===== src/rtl/ltw_pkg.sv =====
// Shared types and constants for the two-wire LED driver writer.
// Holds wire event codes, command bytes and the controller/datapath structs.
// Depends on nothing; ltw_ctrl, ltw_datapath and the top unit refer to it by scoped names.
package ltw_pkg;

    // Digit positions that the input item carries
    localparam int MAX_DIGITS        = 4;
    localparam int DIGIT_COUNT_DEF   = 4;

    // Wire event codes
    localparam logic [1:0] EV_START  = 2'd0;
    localparam logic [1:0] EV_BIT    = 2'd1;
    localparam logic [1:0] EV_ACK    = 2'd2;
    localparam logic [1:0] EV_STOP   = 2'd3;

    // Opcodes
    localparam logic OP_DIGITS       = 1'b0;
    localparam logic OP_BRIGHT       = 1'b1;

    // Command bytes sent to the driver
    localparam logic [7:0] CMD_DATA   = 8'h40;
    localparam logic [7:0] CMD_ADDR   = 8'hC0;
    localparam logic [7:0] CMD_BRIGHT = 8'h88;

    typedef logic [7:0] t_byte;

    // Controller to datapath commands
    typedef struct packed {
        logic       load;      // capture the incoming transaction
        logic       emit;      // write one event into the output register
        logic [1:0] kind;      // event code to emit
        logic       last;      // final event of the command
        logic       bit_adv;   // step to the next bit of the current byte
        logic       byte_adv;  // step to the next byte
    } t_cmd;

    // Datapath to controller status
    typedef struct packed {
        logic out_free;    // output register can take an event this cycle
        logic bit_last;    // current bit is the eighth of its byte
        logic bright;      // held command is a brightness write
        logic first_byte;  // current byte is the first of the command
        logic last_byte;   // current byte is the final one of the command
    } t_stat;

endpackage


===== src/rtl/ltw_if.sv =====
// Valid/ready channel interfaces for command and wire event transactions.
// Depends on nothing beyond the field widths of the block.
interface ltw_cmd_if;
    logic       valid;
    logic       ready;
    logic       opcode;
    logic [7:0] digit_zero;
    logic [7:0] digit_one;
    logic [7:0] digit_two;
    logic [7:0] digit_three;
    logic [2:0] brightness_level;

    modport source (
        output valid, opcode, digit_zero, digit_one, digit_two, digit_three,
               brightness_level,
        input  ready
    );
    modport sink (
        input  valid, opcode, digit_zero, digit_one, digit_two, digit_three,
               brightness_level,
        output ready
    );
endinterface

interface ltw_evt_if;
    logic       valid;
    logic       ready;
    logic [1:0] event_kind;
    logic       data_bit;
    logic       last_event;

    modport source (
        output valid, event_kind, data_bit, last_event,
        input  ready
    );
    modport sink (
        input  valid, event_kind, data_bit, last_event,
        output ready
    );
endinterface


===== src/rtl/ltw_ctrl.sv =====
// Sequencer for the wire events of one command: start, bits, ack, stop.
// Depends on ltw_pkg for event codes and the command/status structs.
module ltw_ctrl (
    input  logic           i_clk,
    input  logic           i_rst_n,
    input  logic           i_in_valid,
    output logic           o_in_ready,
    input  ltw_pkg::t_stat i_stat,
    output ltw_pkg::t_cmd  o_cmd
);

    localparam logic [2:0] S_IDLE  = 3'd0;
    localparam logic [2:0] S_START = 3'd1;
    localparam logic [2:0] S_BIT   = 3'd2;
    localparam logic [2:0] S_ACK   = 3'd3;
    localparam logic [2:0] S_STOP  = 3'd4;

    logic [2:0] r_state, n_state;
    logic       r_final, n_final;

    assign o_in_ready = (r_state == S_IDLE);

    // Next state and commands
    always_comb begin
        n_state = r_state;
        n_final = r_final;
        o_cmd   = '0;
        case (r_state)
            S_IDLE: begin
                if (i_in_valid) begin
                    o_cmd.load = 1'b1;
                    n_state    = S_START;
                end
            end
            S_START: begin
                if (i_stat.out_free) begin
                    o_cmd.emit = 1'b1;
                    o_cmd.kind = ltw_pkg::EV_START;
                    n_state    = S_BIT;
                end
            end
            S_BIT: begin
                if (i_stat.out_free) begin
                    o_cmd.emit    = 1'b1;
                    o_cmd.kind    = ltw_pkg::EV_BIT;
                    o_cmd.bit_adv = 1'b1;
                    if (i_stat.bit_last) begin
                        n_state = S_ACK;
                    end
                end
            end
            S_ACK: begin
                if (i_stat.out_free) begin
                    o_cmd.emit     = 1'b1;
                    o_cmd.kind     = ltw_pkg::EV_ACK;
                    o_cmd.byte_adv = 1'b1;
                    if (i_stat.last_byte) begin
                        n_state = S_STOP;
                        n_final = 1'b1;
                    end else if (i_stat.first_byte && !i_stat.bright) begin
                        // data command frame closes before the address frame
                        n_state = S_STOP;
                        n_final = 1'b0;
                    end else begin
                        n_state = S_BIT;
                    end
                end
            end
            S_STOP: begin
                if (i_stat.out_free) begin
                    o_cmd.emit = 1'b1;
                    o_cmd.kind = ltw_pkg::EV_STOP;
                    o_cmd.last = r_final;
                    n_state    = r_final ? S_IDLE : S_START;
                end
            end
            default: begin
                n_state = S_IDLE;
            end
        endcase
    end

    // State registers
    always_ff @(posedge i_clk) begin
        if (!i_rst_n) begin
            r_state <= S_IDLE;
            r_final <= 1'b0;
        end else begin
            r_state <= n_state;
            r_final <= n_final;
        end
    end

endmodule


===== src/rtl/ltw_datapath.sv =====
// Datapath: held command, bit and byte counters, byte select, output register.
// Depends on ltw_pkg for codes, command bytes and the command/status structs.
module ltw_datapath #(
    parameter int DIGIT_COUNT = ltw_pkg::DIGIT_COUNT_DEF
) (
    input  logic           i_clk,
    input  logic           i_rst_n,
    input  logic           i_opcode,
    input  logic [7:0]     i_digit_zero,
    input  logic [7:0]     i_digit_one,
    input  logic [7:0]     i_digit_two,
    input  logic [7:0]     i_digit_three,
    input  logic [2:0]     i_brightness_level,
    input  ltw_pkg::t_cmd  i_cmd,
    output ltw_pkg::t_stat o_stat,
    input  logic           i_out_ready,
    output logic           o_out_valid,
    output logic [1:0]     o_event_kind,
    output logic           o_data_bit,
    output logic           o_last_event
);

    localparam int IDX_W = $clog2(DIGIT_COUNT + 2);

    logic                r_opcode;
    ltw_pkg::t_byte      r_digit [ltw_pkg::MAX_DIGITS];
    logic [2:0]          r_level;
    logic [2:0]          r_bit_cnt;
    logic [IDX_W-1:0]    r_byte_idx;
    logic                r_out_valid;
    logic [1:0]          r_kind;
    logic                r_data_bit;
    logic                r_last;

    logic [IDX_W-1:0]    digit_off;
    logic [1:0]          digit_sel;
    ltw_pkg::t_byte      cur_byte;
    logic                out_free;

    // Pick the byte now on the wire
    assign digit_off = r_byte_idx - IDX_W'(2);
    assign digit_sel = digit_off[1:0];

    always_comb begin
        if (r_opcode == ltw_pkg::OP_BRIGHT) begin
            cur_byte = ltw_pkg::CMD_BRIGHT | {5'b0, r_level};
        end else if (r_byte_idx == IDX_W'(0)) begin
            cur_byte = ltw_pkg::CMD_DATA;
        end else if (r_byte_idx == IDX_W'(1)) begin
            cur_byte = ltw_pkg::CMD_ADDR;
        end else begin
            cur_byte = r_digit[digit_sel];
        end
    end

    assign out_free = !r_out_valid || i_out_ready;

    // Status back to the controller
    always_comb begin
        o_stat.out_free   = out_free;
        o_stat.bit_last   = (r_bit_cnt == 3'd7);
        o_stat.bright     = (r_opcode == ltw_pkg::OP_BRIGHT);
        o_stat.first_byte = (r_byte_idx == IDX_W'(0));
        o_stat.last_byte  = (r_opcode == ltw_pkg::OP_BRIGHT)
                            ? (r_byte_idx == IDX_W'(0))
                            : (r_byte_idx == IDX_W'(DIGIT_COUNT + 1));
    end

    // Capture the command transaction
    always_ff @(posedge i_clk) begin
        if (i_cmd.load) begin
            r_opcode   <= i_opcode;
            r_digit[0] <= i_digit_zero;
            r_digit[1] <= i_digit_one;
            r_digit[2] <= i_digit_two;
            r_digit[3] <= i_digit_three;
            r_level    <= i_brightness_level;
        end
    end

    // Advance bit and byte counters; the bit counter wraps after eight bits
    always_ff @(posedge i_clk) begin
        if (!i_rst_n) begin
            r_bit_cnt  <= '0;
            r_byte_idx <= '0;
        end else if (i_cmd.load) begin
            r_bit_cnt  <= '0;
            r_byte_idx <= '0;
        end else begin
            if (i_cmd.bit_adv) begin
                r_bit_cnt <= r_bit_cnt + 3'd1;
            end
            if (i_cmd.byte_adv) begin
                r_byte_idx <= r_byte_idx + IDX_W'(1);
            end
        end
    end

    // Hold the event until the sink takes it
    always_ff @(posedge i_clk) begin
        if (!i_rst_n) begin
            r_out_valid <= 1'b0;
        end else if (i_cmd.emit) begin
            r_out_valid <= 1'b1;
        end else if (i_out_ready) begin
            r_out_valid <= 1'b0;
        end
    end

    always_ff @(posedge i_clk) begin
        if (i_cmd.emit) begin
            r_kind     <= i_cmd.kind;
            r_data_bit <= (i_cmd.kind == ltw_pkg::EV_BIT) ? cur_byte[r_bit_cnt] : 1'b0;
            r_last     <= i_cmd.last;
        end
    end

    assign o_out_valid  = r_out_valid;
    assign o_event_kind = r_kind;
    assign o_data_bit   = r_data_bit;
    assign o_last_event = r_last;

endmodule


===== src/rtl/led_driver_two_wire_writer_unit.sv =====
// Two-wire LED driver writer: turns a command transaction into wire events.
// The first event reaches the output register after the sequencer enters its start state.
// Throughput: one event per cycle while the sink is ready, set by the event
// sequencer stepping one event at a time; a new command is taken only after
// the stop event of the current one is emitted. Synchronous reset
// returns the sequencer to idle and empties the output register.
// Depends on ltw_pkg, ltw_if, ltw_ctrl and ltw_datapath.
module led_driver_two_wire_writer_unit #(
    parameter int DIGIT_COUNT = ltw_pkg::DIGIT_COUNT_DEF
) (
    input  logic       i_clk,
    input  logic       i_rst_n,
    ltw_cmd_if.sink    i_cmd,
    ltw_evt_if.source  o_evt
);

    ltw_pkg::t_cmd  cmd;
    ltw_pkg::t_stat stat;
    logic           in_ready;

    assign i_cmd.ready = in_ready;

    ltw_ctrl u_ctrl (
        .i_clk      (i_clk),
        .i_rst_n    (i_rst_n),
        .i_in_valid (i_cmd.valid),
        .o_in_ready (in_ready),
        .i_stat     (stat),
        .o_cmd      (cmd)
    );

    ltw_datapath #(
        .DIGIT_COUNT (DIGIT_COUNT)
    ) u_datapath (
        .i_clk              (i_clk),
        .i_rst_n            (i_rst_n),
        .i_opcode           (i_cmd.opcode),
        .i_digit_zero       (i_cmd.digit_zero),
        .i_digit_one        (i_cmd.digit_one),
        .i_digit_two        (i_cmd.digit_two),
        .i_digit_three      (i_cmd.digit_three),
        .i_brightness_level (i_cmd.brightness_level),
        .i_cmd              (cmd),
        .o_stat             (stat),
        .i_out_ready        (o_evt.ready),
        .o_out_valid        (o_evt.valid),
        .o_event_kind       (o_evt.event_kind),
        .o_data_bit         (o_evt.data_bit),
        .o_last_event       (o_evt.last_event)
    );

    // The final event of a command is always a stop condition
    a_last_is_stop: assert property (@(posedge i_clk) disable iff (!i_rst_n)
        o_evt.valid && o_evt.last_event |-> o_evt.event_kind == ltw_pkg::EV_STOP)
        else $error("last event is not a stop condition");

    // The data line is low on every event other than a data bit clock
    a_bit_only_data: assert property (@(posedge i_clk) disable iff (!i_rst_n)
        o_evt.valid && o_evt.event_kind != ltw_pkg::EV_BIT |-> !o_evt.data_bit)
        else $error("data bit set on a non-bit event");

    // A new command is not taken in the cycle after one was accepted
    a_one_at_a_time: assert property (@(posedge i_clk) disable iff (!i_rst_n)
        i_cmd.valid && i_cmd.ready |=> !i_cmd.ready)
        else $error("command accepted while another is in flight");

    // Hold a stalled event and its fields until the sink takes it
    a_hold_while_stalled: assert property (@(posedge i_clk) disable iff (!i_rst_n)
        o_evt.valid && !o_evt.ready |=> o_evt.valid && $stable(o_evt.event_kind)
            && $stable(o_evt.data_bit) && $stable(o_evt.last_event))
        else $error("stalled event changed before it was taken");

endmodule

===== src/flat_wrapper.sv =====
// flat-port wrapper written by rule: the top's interface ports become plain ports
module led_driver_two_wire_writer_unit_flat 
#(
    parameter int DIGIT_COUNT = ltw_pkg::DIGIT_COUNT_DEF
)
  (i_clk, i_rst_n, i_cmd_valid, i_cmd_opcode, i_cmd_digit_zero, i_cmd_digit_one, i_cmd_digit_two, i_cmd_digit_three, i_cmd_brightness_level, i_cmd_ready, o_evt_valid, o_evt_event_kind, o_evt_data_bit, o_evt_last_event, o_evt_ready);
  ltw_cmd_if i_cmd_i ();
  ltw_evt_if o_evt_i ();
  input  logic i_clk;
  input  logic i_rst_n;
  input wire logic [$bits(i_cmd_i.valid)-1:0] i_cmd_valid;
  input wire logic [$bits(i_cmd_i.opcode)-1:0] i_cmd_opcode;
  input wire logic [$bits(i_cmd_i.digit_zero)-1:0] i_cmd_digit_zero;
  input wire logic [$bits(i_cmd_i.digit_one)-1:0] i_cmd_digit_one;
  input wire logic [$bits(i_cmd_i.digit_two)-1:0] i_cmd_digit_two;
  input wire logic [$bits(i_cmd_i.digit_three)-1:0] i_cmd_digit_three;
  input wire logic [$bits(i_cmd_i.brightness_level)-1:0] i_cmd_brightness_level;
  output wire logic [$bits(i_cmd_i.ready)-1:0] i_cmd_ready;
  output wire logic [$bits(o_evt_i.valid)-1:0] o_evt_valid;
  output wire logic [$bits(o_evt_i.event_kind)-1:0] o_evt_event_kind;
  output wire logic [$bits(o_evt_i.data_bit)-1:0] o_evt_data_bit;
  output wire logic [$bits(o_evt_i.last_event)-1:0] o_evt_last_event;
  input wire logic [$bits(o_evt_i.ready)-1:0] o_evt_ready;
  assign i_cmd_i.valid = i_cmd_valid;
  assign i_cmd_i.opcode = i_cmd_opcode;
  assign i_cmd_i.digit_zero = i_cmd_digit_zero;
  assign i_cmd_i.digit_one = i_cmd_digit_one;
  assign i_cmd_i.digit_two = i_cmd_digit_two;
  assign i_cmd_i.digit_three = i_cmd_digit_three;
  assign i_cmd_i.brightness_level = i_cmd_brightness_level;
  assign i_cmd_ready = i_cmd_i.ready;
  assign o_evt_valid = o_evt_i.valid;
  assign o_evt_event_kind = o_evt_i.event_kind;
  assign o_evt_data_bit = o_evt_i.data_bit;
  assign o_evt_last_event = o_evt_i.last_event;
  assign o_evt_i.ready = o_evt_ready;
  led_driver_two_wire_writer_unit #(.DIGIT_COUNT(DIGIT_COUNT)) u_core (.i_clk(i_clk), .i_rst_n(i_rst_n), .i_cmd(i_cmd_i), .o_evt(o_evt_i));
endmodule

===== config.mk =====
export PLATFORM = sky130hd
export DESIGN_NAME = led_driver_two_wire_writer_unit_flat
export DESIGN_NICKNAME = d
export VERILOG_FILES = /design/src/rtl/ltw_pkg.sv /design/src/rtl/ltw_if.sv /design/src/rtl/ltw_ctrl.sv /design/src/rtl/ltw_datapath.sv /design/src/rtl/led_driver_two_wire_writer_unit.sv /design/src/flat_wrapper.sv
export SDC_FILE = /design/constraint.sdc
export NUM_CORES = 1
export LEC_CHECK = 0
export ABC_CLOCK_PERIOD_IN_PS = 2300
export BUFFER_PORTS_ARGS = -buffer_cell sky130_fd_sc_hd__buf_2
export CAP_MARGIN = 25
export CORE_ASPECT_RATIO = 2
export CORE_MARGIN = 10
export CORE_UTILIZATION = 40
export DETAILED_ROUTE_END_ITERATION = 10
export MAX_ROUTING_LAYER = met4
export SLEW_MARGIN = 10
export SYNTH_ARGS = -nofsm -noshare
export SYNTH_HDL_FRONTEND = slang
export SYNTH_HIERARCHICAL = 1
export SYNTH_SLANG_ARGS = --single-unit

===== constraint.sdc =====
create_clock -name i_clk -period 2.3 [get_ports i_clk]
set_clock_uncertainty 0.05 [all_clocks]
set_input_delay 0.345 -clock i_clk [delete_from_list [all_inputs] [get_ports i_clk]]
set_output_delay 0.345 -clock i_clk [all_outputs]
set_load 0.01 [all_outputs]

Word level (Yosys, flattened, before mapping)

Memory sizes are Yosys's and may differ from the RTL's.
Cells that the tools add are included.

Add/subtract/negate cells: 3
Eq/ne operators: 14
Bitwise logic cells: 1
Reduce and logical (&&, ||, !) cells: 12
Order comparisons: 1
Multiplexer cells: 32

Operators by type and width:

| cell                                                       | count |
|---|---|
| 2-to-1 mux 3 bit                                           | 11 |
| 2-to-1 mux 8 bit                                           | 3 |
| case mux 3 bit (5 select lines)                            | 1 |
| 2-to-1 mux 1 bit                                           | 14 |
| case mux 3 bit (4 select lines)                            | 1 |
| inequality test 2 bit, second input constant               | 5 |
| equality test 3 bit, second input constant                 | 3 |
| adder 3 x 1 -> 3 bit, second input constant                | 2 |
| equality test 3 x 1 -> 1 bit, second input constant        | 2 |
| equality test 3 x 2 -> 1 bit, second input constant        | 2 |
| zero test 3 bit                                            | 2 |
| AND reduction 6 bit                                        | 1 |
| less-than comparator 3 x 4 -> 1 bit, second input constant | 1 |
| 2-to-1 mux 4 bit                                           | 1 |
| nonzero test 2 bit                                         | 2 |
| binary-select mux 1 bit (select 3 bit)                     | 1 |
| AND reduction 3 bit                                        | 1 |
| equality test 2 x 1 -> 1 bit, second input constant        | 1 |
| zero test 1 bit                                            | 2 |
| inequality test 2 x 1 -> 1 bit, second input constant      | 1 |
| AND reduction 2 bit                                        | 1 |
| OR reduction 2 bit                                         | 1 |
| subtractor 2 bit, second input constant                    | 1 |
| logical AND 1 bit                                          | 1 |
| other kinds (2)                                            | 2 |

Memories: 1
Output and inout bits: 6
Bits in writable memories: 32
Bits in registers: 19
Input port bits: 40

Memories:

| name                      | words | bits a word | read ports | clocked after Yosys merged registers in | wr ports | RTL line           | text |
|---|---|---|---|---|---|---|---|
| u_core.u_datapath.r_digit | 4     | 8           | 1          | 0                                       | 4        | ltw_datapath.sv:26 | `ltw_pkg::t_byte r_digit [ltw_pkg::MAX_DIGITS];` |

Longest topological paths before layout

An unclocked memory read counts as a cell.

Word-level depth: 7
Mapped depth: 9
Mapped depth without buffers: 8

By module

The synthesis kept the hierarchy.

Modules (own cells, without submodules):

| module       | times used | cells each | area each (um2) | sequential area each (um2) |
|---|---|---|---|---|
| ltw_datapath | 1          | 116        | 1949.4          | 1341.3 |
| ltw_ctrl     | 1          | 43         | 377.9           | 80.1 |

Worst setup path before layout

OpenSTA, ideal clock, no wires.

Path kind: reg2reg
From: register u_core.u_ctrl.r_state[0]
To: register u_core.u_datapath.r_bit_cnt[0]
Data required time: 2.130 ns
Setup time: 0.120 ns
Setup slack: 0.017 ns
Buffers on the path: 1
Data arrival time: 2.113 ns
Stages on the path, launching flop included: 6
Path through: dfxtp_1 buf_6 nor3_1 and2_1 nand2b_1 nor2_1

RTL lines:

| item                   | RTL line           | text |
|---|---|---|
| from (decl)            | ltw_ctrl.sv:18     | `logic [2:0] r_state, n_state;` |
| from (signal assigned) | ltw_ctrl.sv:89     | `r_state <= n_state;` |
| to (signal assigned)   | ltw_datapath.sv:91 | `r_bit_cnt <= r_bit_cnt + 3'd1;` |
| to (decl)              | ltw_datapath.sv:28 | `logic [2:0] r_bit_cnt;` |

==> metrics.yaml <==
drt:
  drt_iter0_drc: 77
  routed_via_density: 5.322
  wl_per_cell_um: 16.83
  routed_wl_um: 4544
  drc: 0
  drtPass1Iterations: 4
  num_vias: 1437
  ant_nets: 0
yosys:
  yosysMostFrequentCell: "edfxtp_1"
  synthTopCellsByCount: "edfxtp_1 (40), dfxtp_1 (11), nor2_1 (11), mux2i_1 (9), nand2_1 (6)"
  syn_nets: 204
  netlist-cell-type-count: 47
  yosys-top-cells-area: "edfxtp_1 (52%), dfxtp_1 (9.5%), mux2i_1 (3.9%)"
  synth_cells: 159
  ys_warn_count: 6
  yosysTopAreaCellShare_pct: 51.61
  synth_edf_count: 40
  netlist_area_um2: 2327
  synth.avg_cell_area_um2: 14.64
  async_flop_share_pct: 0
  synth_top_area_cell: "edfxtp_1"
  yosysSeqAreaShare_pct: 61.08
  synth_seq_cells: 51
  synth_top_flop_cell: "edfxtp_1"
clocking:
  cts_buffers: 5
  clock_path_buffers: 2
  root_buffer: "clkbuf_16"
  ctsHoldBuffers: 0
  clock_sinks: 51
  clkTransAtPathRegs_ns: 0.06
  clk_latency_ns: 0.29
  h-tree-depth: 2
  tritoncts: "yes"
layout:
  stdcell_area_um2: 2741
  area_growth_pct: 17.80
  layout.nets: 253
  antenna_cells: 0
  layout.cells.non_filler: 270
  drive_above_1_share_pct: 35.89
placed_design:
  dp_slack_ns: 0.1698
  place_area_um2: 2601
  finalWeightedCongestion: 0.8355
  dp.cells: 262
  dp_hpwl_um: 3624
  numPortBuffers: 45
setup_path:
  worstPathMaxFanout: 10
  r2r_end: "u_core/u_datapath/o_data_bit"
  cp.required_ns: 2.39
  reg2regPathDepth: 7
  crit_chain: "and3b_2, o21a_1, nand2b_1, nor3_1, nand4_1, o211a_1, a41oi_2"
  max_stage_delay_ns: 0.53
  cp.arrival_ns: 2.14
  slowest_stage: "dfxtp_1"
  critPathKind: "reg2reg"
  critPathLaunchType: "flop"
  crit_path_end_kind: "flop"
  r2r-start: "u_core/u_ctrl/r_state[2]"
  r2r_slack_ns: 0.25
power:
  swShare_pct: 27.98
  p_total_mw: 2.700
  p_comb_share_pct: 23.3
  p_per_area_nw_per_um2: 984.8
  p_int_mw: 1.944
  clkPwrFrac_pct: 25.7
  p_sw_mw: 0.7555
  vdd_ir_drop_max_mv: 0.6655
  seqPwrFrac_pct: 51.0
  p_leak_nw: 1.033
global_routing:
  grt_usage_pct: 10.78
  grt_pass1_wl_um: 7624
  grt.overflow.total: 0
  grt_pass1_vias: 1677
  antenna_found_initial: 0
  grt_max_degree: 28
sta:
  worst_pin_slew_ns: 0.4547
  fin_tns_setup_ns: 0
  fmax_ghz: 0.4869
  rsz0062_at_grt: "no"
  final.setup.worst_slack_ns: 0.2462
  period_minus_slack_ns: 2.054
  final.period_utilization_pct: 89.30
  setup_viol: 0
  finalHoldViolCount: 0
  relSlewSlack_pct: 69.65
  drv_slew: 0
floorplan:
  die_area_um2: 9454
  design.core.area_um2: 5660
  ios: 46
  die_w_um: 73.94
  rows: 39
  start_util_pct: 41.11
  dieHeight_um: 127.9
min_path:
  hold_path_class: "in2reg"
  holdPathEnd: "u_core/u_datapath/r_digit[2][6]"
  min_from: "i_cmd_digit_two[6]"
  min_path_cells: 1
outcome:
  outcome: "finished, final reports clean"
job:
  cap_violations: 0
==> area by class of cell <==
cell class / count / area (µm²)
fill: 516 / 2919
sequential: 51 / 1424
multi-input combinational: 92 / 800.8
timing repair buffer: 52 / 277.8
clock buffer: 7 / 132.6
tap: 61 / 76.32
inverter: 6 / 25.02
clock inverter: 1 / 5.005
==> registers in the layout, indices dropped and copies added (netlist names) <==
name,flops
u_core/u_datapath/o_data_bit,1
u_core/u_datapath/o_out_valid,1
u_core/u_ctrl/r_state,3
u_core/u_datapath/r_bit_cnt,3
u_core/u_datapath/o_last_event,1
u_core/u_ctrl/r_final,1
u_core/u_datapath/r_byte_idx,3
u_core/u_datapath/o_event_kind,2
u_core/u_datapath/r_level,3
u_core/u_datapath/r_opcode,1
u_core/u_datapath/r_digit,32
==> power groups by stage <==
stage / Combinational (mW) / Sequential, mW / Clock [mW]
2_1_floorplan: 0.495 / 1.35 / 0
3_5_place_dp: 0.641 / 1.39 / 0
3_3_place_gp: 0.614 / 1.38 / 0
5_1_grt: 0.707 / 1.40 / 0.757
4_1_cts: 0.644 / 1.37 / 0.716
6_report: 0.630 / 1.38 / 0.693
==> routing by layer <==
layer,wire [µm],track usage (%),vias to the layer above
met2,2588,18.80,44
met5,0,-,-
met3,250,3.256,16
met1,1514,9.442,683
li1,-,-,694
met4,190,7.056,0
==> repair_timing <==
action,CTS,global route
endpoints found under the setup margin,0,1
setup buffers,0,0
resized for setup,0,2
==> worst max path at each step <==
stage                                endpoint  cells after the start                       startpoint  slack (ns)
2_1_floorplan  u_core/u_datapath/r_bit_cnt[0]                      5         u_core/u_ctrl/r_state[0]        0.02
3_3_place_gp     u_core/u_datapath/o_data_bit                      8         u_core/u_ctrl/r_state[0]        0.28
3_5_place_dp     u_core/u_datapath/o_data_bit                      8         u_core/u_ctrl/r_state[0]        0.17
4_1_cts          u_core/u_datapath/o_data_bit                      8         u_core/u_ctrl/r_state[0]        0.15
5_1_grt              u_core/u_ctrl/r_state[1]                      9  u_core/u_datapath/r_byte_idx[0]        0.09
6_report         u_core/u_datapath/o_data_bit                      7         u_core/u_ctrl/r_state[2]        0.25
==> stage by stage <==
step	util, %	hold slack (ns)
2_1_floorplan	-	0.3939
3_3_place_gp	45.95	0.4390
3_5_place_dp	45.95	0.4492
4_1_cts	48.39	0.1728
5_1_grt	48.43	0.1695
6_report	48.43	0.1799
==> cell families (layout without fill, tap and decap cells) <==
kind of cell | count (synthesis) | after routing | synth area share (%)
flops | 51 | 51 | 61.08
simple gates | 40 | 40 | 10.00
compound gates | 27 | 27 | 9.732
mux | 16 | 16 | 10.48
buf+inv | 16 | 66 | 4.516
fa+ha+maj | 5 | 5 | 2.688
xor+xnor | 4 | 4 | 1.505
==> worst max-delay path: cells and delay by family (launching register included) <==
kind,cells,cell delay [ns]
AOI/OAI and AO/OA,3,0.49
DFF,1,0.53
and+or+nand+nor,4,0.82
==> cell usage in the layout (no fill, tap or decap), types with 3 or more instances in the layout <==
master,count
nand2b_1,4
nor2_1,11
nand3_1,3
ha_1,5
dfxtp_1,9
inv_1,5
xnor2_1,4
mux2i_1,9
buf_2,45
o211ai_1,3
mux4_2,4
o21a_1,3
buf_4,7
edfxtp_1,40
clkbuf_16,5
a21oi_1,4
nand2_1,6
o21ai_0,3
No activity file was read; power rests on OpenSTA's default activity.
